==> config.mk <==
export PLATFORM = sky130hd
export DESIGN_NAME = home_row_tap_hold_qualifier
export DESIGN_NICKNAME = d
export VERILOG_FILES = /design/src/hdl/hrtq_pkg.sv /design/src/hdl/hrtq_cmp.sv /design/src/hdl/hrtq_ctrl.sv /design/src/hdl/home_row_tap_hold_qualifier.sv
export SDC_FILE = /design/constraint.sdc
export NUM_CORES = 1
export LEC_CHECK = 0
export BUFFER_PORTS_ARGS = -buffer_cell sky130_fd_sc_hd__clkbuf_2
export CAP_MARGIN = 10
export CORE_UTILIZATION = 40
export CTS_BUF_LIST = sky130_fd_sc_hd__clkbuf_8
export DETAILED_ROUTE_END_ITERATION = 10
export HOLD_SLACK_MARGIN = 0.03
export PLACE_DENSITY_LB_ADDON = 0.15
export SYNTH_ARGS = -nofsm -noshare
export SYNTH_HDL_FRONTEND = slang
export SYNTH_SLANG_ARGS = --single-unit
==> constraint.sdc <==
create_clock -name clk_i -period 5.8 [get_ports clk_i]
set_input_delay 0.29 -clock clk_i [delete_from_list [all_inputs] [get_ports clk_i]]
set_output_delay 0.29 -clock clk_i [all_outputs]
set_load 0.005 [all_outputs]
==> src/hdl/hrtq_pkg.sv <==
package hrtq_pkg;

  typedef enum logic [2:0] {
    ACT_PASS    = 3'd0,
    ACT_SWALLOW = 3'd1,
    ACT_TAP     = 3'd2,
    ACT_REG     = 3'd3,
    ACT_UNREG   = 3'd4
  } action_e;

  typedef struct packed {
    action_e    action;
    logic [2:0] slot;
    logic       last;
  } result_t;

  typedef struct packed {
    logic lt;
    logic gt;
  } cmp_t;

  localparam logic [2:0]  NUMBER_SLOTS = 3'd3;
  localparam logic [15:0] TERM_RESET   = 16'd200;

endpackage

==> src/hdl/hrtq_cmp.sv <==
module hrtq_cmp import hrtq_pkg::*; #(
  parameter int TIME_BITS = 16
) (
  input  logic [TIME_BITS-1:0] now_i,
  input  logic [TIME_BITS-1:0] ptime_i,
  input  logic [15:0]          term_i,
  output cmp_t                 cmp_o
);

  localparam int CW = (TIME_BITS > 16) ? TIME_BITS : 16;

  logic [TIME_BITS-1:0] elapsed;
  logic [CW-1:0]        elapsed_ext;
  logic [CW-1:0]        term_ext;

  // elapsed time wraps modulo 2^TIME_BITS
  assign elapsed     = now_i - ptime_i;
  assign elapsed_ext = CW'(elapsed);
  assign term_ext    = CW'(term_i);

  assign cmp_o.lt = elapsed_ext < term_ext;
  assign cmp_o.gt = elapsed_ext > term_ext;

endmodule

==> src/hdl/hrtq_ctrl.sv <==
module hrtq_ctrl import hrtq_pkg::*; #(
  parameter int SLOT_COUNT = 6,
  parameter int TIME_BITS  = 16
) (
  input  logic                 clk_i,
  input  logic                 rst_ni,
  input  logic                 in_valid_i,
  output logic                 in_ready_o,
  input  logic [2:0]           key_slot_i,
  input  logic                 pressed_i,
  input  logic [15:0]          now_ms_i,
  input  logic                 number_layer_on_i,
  input  logic                 symbol_layer_on_i,
  input  logic                 out_free_i,
  input  cmp_t                 cmp_i,
  output logic [TIME_BITS-1:0] now_o,
  output logic [TIME_BITS-1:0] ptime_o,
  output logic                 emit_o,
  output result_t              res_o
);

  localparam int IW = (SLOT_COUNT > 1) ? $clog2(SLOT_COUNT) : 1;
  localparam int NW = (TIME_BITS > 16) ? TIME_BITS : 16;
  localparam logic [IW-1:0] LAST_IDX = IW'(SLOT_COUNT - 1);

  localparam logic [1:0] ST_IDLE  = 2'd0;
  localparam logic [1:0] ST_SLOT  = 2'd1;
  localparam logic [1:0] ST_SCAN  = 2'd2;
  localparam logic [1:0] ST_FINAL = 2'd3;

  logic [1:0]            state_q, state_d;
  logic [IW-1:0]         idx_q, idx_d;
  logic [SLOT_COUNT-1:0] active_q, active_d;
  logic [SLOT_COUNT-1:0] held_q, held_d;
  result_t               fin_q, fin_d;
  logic [2:0]            key_q;
  logic                  press_q;
  logic [TIME_BITS-1:0]  now_q;
  logic                  num_q;
  logic                  sym_q;
  logic [TIME_BITS-1:0]  ptime_q [SLOT_COUNT];

  logic          accept;
  logic          in_is_slot;
  logic          armed;
  logic          promote;
  logic          pt_we;
  logic [2:0]    slot_code;
  logic [NW-1:0] now_ext;

  assign accept     = in_valid_i && in_ready_o;
  assign in_is_slot = 32'(key_slot_i) < 32'(SLOT_COUNT);
  assign armed      = (key_q < NUMBER_SLOTS) ? num_q : sym_q;
  assign promote    = active_q[idx_q] && (press_q || cmp_i.gt);
  assign slot_code  = 3'(idx_q);
  assign now_ext    = NW'(now_ms_i);

  assign now_o   = now_q;
  assign ptime_o = ptime_q[idx_q];

  always_comb begin
    state_d    = state_q;
    idx_d      = idx_q;
    active_d   = active_q;
    held_d     = held_q;
    fin_d      = fin_q;
    in_ready_o = 1'b0;
    emit_o     = 1'b0;
    res_o      = '{ACT_PASS, 3'd0, 1'b0};
    pt_we      = 1'b0;
    unique case (state_q)
      ST_IDLE: begin
        in_ready_o = 1'b1;
        if (in_valid_i) begin
          idx_d   = in_is_slot ? IW'(key_slot_i) : '0;
          state_d = in_is_slot ? ST_SLOT : ST_SCAN;
        end
      end
      ST_SLOT: begin
        if (out_free_i) begin
          emit_o = 1'b1;
          if (armed && press_q) begin
            pt_we           = 1'b1;
            active_d[idx_q] = 1'b1;
            held_d[idx_q]   = 1'b0;
            res_o           = '{ACT_SWALLOW, slot_code, 1'b1};
            state_d         = ST_IDLE;
          end else if (active_q[idx_q]) begin
            active_d[idx_q] = 1'b0;
            if (cmp_i.lt) begin
              res_o   = '{ACT_TAP, slot_code, 1'b0};
              fin_d   = '{ACT_SWALLOW, slot_code, 1'b1};
              state_d = ST_FINAL;
            end else begin
              res_o   = '{ACT_SWALLOW, slot_code, 1'b1};
              state_d = ST_IDLE;
            end
          end else if (held_q[idx_q]) begin
            held_d[idx_q] = 1'b0;
            res_o         = '{ACT_UNREG, slot_code, 1'b0};
            fin_d         = '{ACT_SWALLOW, slot_code, 1'b1};
            state_d       = ST_FINAL;
          end else begin
            res_o   = '{ACT_PASS, slot_code, 1'b1};
            state_d = ST_IDLE;
          end
        end
      end
      ST_SCAN: begin
        if (!promote || out_free_i) begin
          if (promote) begin
            emit_o          = 1'b1;
            active_d[idx_q] = 1'b0;
            held_d[idx_q]   = 1'b1;
            res_o           = '{ACT_REG, slot_code, 1'b0};
          end
          if (idx_q == LAST_IDX) begin
            fin_d   = '{ACT_PASS, 3'd0, 1'b1};
            state_d = ST_FINAL;
          end else begin
            idx_d = idx_q + 1'b1;
          end
        end
      end
      ST_FINAL: begin
        if (out_free_i) begin
          emit_o  = 1'b1;
          res_o   = fin_q;
          state_d = ST_IDLE;
        end
      end
    endcase
  end

  always_ff @(posedge clk_i or negedge rst_ni) begin
    if (!rst_ni) begin
      state_q  <= ST_IDLE;
      idx_q    <= '0;
      active_q <= '0;
      held_q   <= '0;
    end else begin
      state_q  <= state_d;
      idx_q    <= idx_d;
      active_q <= active_d;
      held_q   <= held_d;
    end
  end

  always_ff @(posedge clk_i) begin
    fin_q <= fin_d;
    if (accept) begin
      key_q   <= key_slot_i;
      press_q <= pressed_i;
      now_q   <= now_ext[TIME_BITS-1:0];
      num_q   <= number_layer_on_i;
      sym_q   <= symbol_layer_on_i;
    end
    if (pt_we) begin
      ptime_q[idx_q] <= now_q;
    end
  end

endmodule

==> src/hdl/home_row_tap_hold_qualifier.sv <==
// Sequencing: a dual-role key event goes from idle to the slot state, which writes
//   its first result out once the output is free; any other key emits promotions
//   during the scan and its pass-through from the final state; input waits for idle.
// Flow: a dual-role key event visits idle, slot and, for a tap or a held-slot
//   release, final; any other key visits idle, the scan with one slot visited per
//   cycle by the shared elapsed-time compare unit, plus output stalls, and final.
// Reset: slot flags and control clear at once, the tap threshold returns to 200.
module home_row_tap_hold_qualifier import hrtq_pkg::*; #(
  parameter int SLOT_COUNT = 6,
  parameter int TIME_BITS  = 16
) (
  input  logic        clk_i,
  input  logic        rst_ni,
  input  logic        cfg_we_i,
  input  logic [15:0] cfg_wdata_i,
  input  logic        in_valid_i,
  output logic        in_ready_o,
  input  logic [2:0]  key_slot_i,
  input  logic        pressed_i,
  input  logic [15:0] now_ms_i,
  input  logic        number_layer_on_i,
  input  logic        symbol_layer_on_i,
  output logic        out_valid_o,
  input  logic        out_ready_i,
  output logic [2:0]  action_o,
  output logic [2:0]  slot_o,
  output logic        last_o
);

  logic [15:0]          term_q;
  logic                 out_valid_q;
  result_t              out_q;
  logic                 out_free;
  logic                 emit;
  result_t              res;
  cmp_t                 cmp;
  logic [TIME_BITS-1:0] now_t;
  logic [TIME_BITS-1:0] ptime;

  assign out_free = !out_valid_q || out_ready_i;

  hrtq_ctrl #(
    .SLOT_COUNT(SLOT_COUNT),
    .TIME_BITS (TIME_BITS)
  ) u_ctrl (
    .clk_i            (clk_i),
    .rst_ni           (rst_ni),
    .in_valid_i       (in_valid_i),
    .in_ready_o       (in_ready_o),
    .key_slot_i       (key_slot_i),
    .pressed_i        (pressed_i),
    .now_ms_i         (now_ms_i),
    .number_layer_on_i(number_layer_on_i),
    .symbol_layer_on_i(symbol_layer_on_i),
    .out_free_i       (out_free),
    .cmp_i            (cmp),
    .now_o            (now_t),
    .ptime_o          (ptime),
    .emit_o           (emit),
    .res_o            (res)
  );

  hrtq_cmp #(
    .TIME_BITS(TIME_BITS)
  ) u_cmp (
    .now_i  (now_t),
    .ptime_i(ptime),
    .term_i (term_q),
    .cmp_o  (cmp)
  );

  always_ff @(posedge clk_i or negedge rst_ni) begin
    if (!rst_ni) begin
      term_q      <= TERM_RESET;
      out_valid_q <= 1'b0;
    end else begin
      if (cfg_we_i) begin
        term_q <= cfg_wdata_i;
      end
      if (emit) begin
        out_valid_q <= 1'b1;
      end else if (out_ready_i) begin
        out_valid_q <= 1'b0;
      end
    end
  end

  always_ff @(posedge clk_i) begin
    if (emit) begin
      out_q <= res;
    end
  end

  assign out_valid_o = out_valid_q;
  assign action_o    = out_q.action;
  assign slot_o      = out_q.slot;
  assign last_o      = out_q.last;

endmodule
==> metrics <==
critical path capture point type register; dominant cell type by area after synthesis edfxtp_1; Detail Route Antenna Nets 0; Max Cap Viol 0; port bufs 51; Critical Path AT 5.60 ns; io pins 52; first-pass GRT wire length 26,800 um; EDFF count, synth around 130; Worst-Skew Late Latency ~0.45 ns; initial antenna violation count 0; ant diodes 0; P_sw 2020 uW; critical path type reg -> reg; share of layout cells above drive strength 1 18.4%; worst-path maximum fanout 7; Seq cells post-synth 163; Final Wtd Congestion roughly 0.88; CTS sink cnt 163; Setup Skew about 0.014 ns; gr ovfl total 0; clock share of power approximately 17%; CTS tree built; via count 5,046; synth warn 0; wire length per cell roughly 18 um; Cells after Synth 602; worst slew pin tran 0.977 ns; final slew viol count 0; NumNets Final slightly below 800; Final Hold Viols 0; Core Area roughly 0.018 sq mm; worst hold slack between 0.06 and 0.07 ns; total CTS buffers 17; CTS root buf clkbuf_8; internal power about 2800 uW; Initial Utilization a little over 40%; GRT Overall Usage around 18%; Reg power frac approximately a third; Post-synth top cells edfxtp_1, nor2_1, nand2_1; final setup TNS 0 ns; min Tclk post-route roughly 5.4 ns; die area 0.0195 sq mm; async set-reset flop share out of synthesis 20.9%; Pre-antenna DRT Iters 4; nature of the critical path startpoint register; Post-DP HPWL 12,100 um; Gate power share 50.7%; status completed; Mapped Nets 680; Setup violations, final 0; Main synth FF type edfxtp_1; Max IR drop VDD about 0.00022 V; Post-Syn Area roughly 0.0076 sq mm; P&R area growth vs syn 18.0%; clock buffer depth 2; Detailed Route WL 17,100 um; clk slew on worst S/H paths roughly 0.090 ns; Die W 140 um; synthesized area per cell 12.6 sq um; Slew headroom between 30% and 40%; Setup WS pre-CTS 0.262 ns; Fmax 0.185 GHz; Die Ht 140 um; most common cell in the netlist edfxtp_1; Lkg Pwr 0.00342 uW; synth unique cells 69; largest net degree at the start of global routing 35; vias per cell 5.32; H-tree depth 4; top-area cell type share of the netlist area between 50% and 60%; RSZ-0062 raised after global routing no; Layout fillers 1,645; initial drt markers 259; Final Cycle Share 93.3%; worst min path class in -> reg; CP required 5.98 ns; vias in the first global route approximately 4,900; Sw Ratio 41.5%; residual DRC count 0; Worst Setup Slack, final 0.386 ns; Seq/Total Area, Yosys 62.5%; top cells by area, synth edfxtp_1, dfrtp_1, ha_1; Cell Rows 49; Power Dens Cells between 500 and 600 mW/mm^2
power by group through the flow:
| stage | combinational [uW] | sequential, uW | clock, uW |
|---|---|---|---|
| after CTS | 2430 | 1590 | 825 |
| after detailed placement | 2400 | 1610 | 0 |
| after global placement | 2370 | 1610 | 0 |
| after floorplan | 1750 | 1560 | 0 |
| final | 2470 | 1590 | 804 |
| after global routing | 2710 | 1610 | 875 |
flip-flops by register name (all words and copies together) (netlist names), named ones only:
name	cells
slot_o	3
u_ctrl.sym_q	1
last_o	1
u_ctrl.now_o	16
action_o	3
u_ctrl.idx_q	3
u_ctrl.num_q	1
u_ctrl.key_q	3
u_ctrl.state_q	2
u_ctrl.ptime_q	96
u_ctrl.fin_q	4
out_valid_o	1
term_q	16
u_ctrl.press_q	1
worst max-delay path: stages (launching register included):
cell and delay, ns:
dfrtp_1 0.47, buf_4 0.18, nor2b_2 0.44, a22o_1 0.20, a221oi_1 0.10, fa_1 0.45
a21o_1 0.17, a21o_1 0.19, a31oi_1 0.34, a21oi_1 0.15, a21o_1 0.20, a21oi_1 0.16
xnor2_1 0.15, ha_1 0.26, nand4_1 0.13, nor4_2 0.07, a21boi_2 0.17, a211oi_4 0.34
nor2b_1 0.15, or4b_4 0.54, o41ai_1 0.09, buf_4 0.20
cells in the final DEF, fill, tap and decap left out, drive strengths merged, types with 4 or more instances in the layout:
cell type and count:
o31ai 6, nand3 4, xor2 4, xnor2 9, edfxtp 129, buf 25
inv 37, o21ai 39, nor3 5, a21oi 46, ha 34, nor2 58
o21a 5, a22o 10, a31oi 7, nand2 50, mux2i 19, clkinv 6
clkbuf 68, dlygate4sd3 33, nor2b 12, a21o 5, a221oi 12, nand2b 6
dfrtp 31
stage by stage:
stage	util (%)	cell area, sq um	total power (uW)	cells
after floorplan	-	7570	3310	602
after global placement	44.9	8200	3980	883
after detailed placement	44.9	8200	4010	883
after CTS	48.8	8910	4840	948
after global routing	48.9	8930	5200	948
final	48.9	8930	4860	948
repair_timing:
| action | CTS | global route |
|---|---|---|
| setup buffers | 0 | 0 |
| resized for setup | 0 | 4 |
| endpoints found under the setup margin | 0 | 12 |
| hold endpoints to repair | 63 | 0 |
| hold buffers | 33 | 0 |
layer usage:
layer | track usage (%) | vias to the layer above | routed length (um)
li1 | - | 2447 | -
met1 | 23.9 | 2492 | 8000
met2 | 30.5 | 98 | 8260
met3 | 4.27 | 9 | 615
met4 | 5.61 | 0 | 176
met5 | 0 | - | 0
cells by family after synthesis:
group | count (synthesis) | synth area share [%]
AO/OA/AOI/OAI | 160 | 14.2
XOR/XNOR | 13 | 1.50
adder cells (fa/ha/maj) | 35 | 5.89
buffers and inverters | 53 | 2.99
flip-flops | 163 | 62.5
multiplexers | 23 | 3.26
AND/OR/NAND/NOR | 155 | 9.64
final timing paths:
kind | cells past startpoint | slack [ns] | start | end
max reg2reg | 21 | 0.39 | u_ctrl.idx_q[1]$_DFFE_PN0P_ | u_ctrl.fin_q[4]$_SDFFCE_PP0P_
min reg2reg | 2 | 0.52 | register | register
min | 3 | 0.06 | cfg_wdata_i[15] | term_q[15]$_DFFE_PN0P_
max | 21 | 0.39 | u_ctrl.idx_q[1]$_DFFE_PN0P_ | u_ctrl.fin_q[4]$_SDFFCE_PP0P_
max in group asynchronous | 2 | 4.77 | rst_ni | u_ctrl.idx_q[0]$_DFFE_PN0P_
min in group asynchronous | 2 | 0.49 | rst_ni | async pin
cell type report:
class                           count  area [sq um]  area share (%)
Clock inverter                     15           148            1.65
Clock buffer                       17           234            2.62
Tap cell                          229           287            3.21
Inverter                           29           109            1.22
Timing Repair Buffer              109           786            8.80
Sequential cell                   163          4730            52.9
Multi-Input combinational cell    386          2640            29.6
Note: power is estimated with default switching activity, not from simulation.
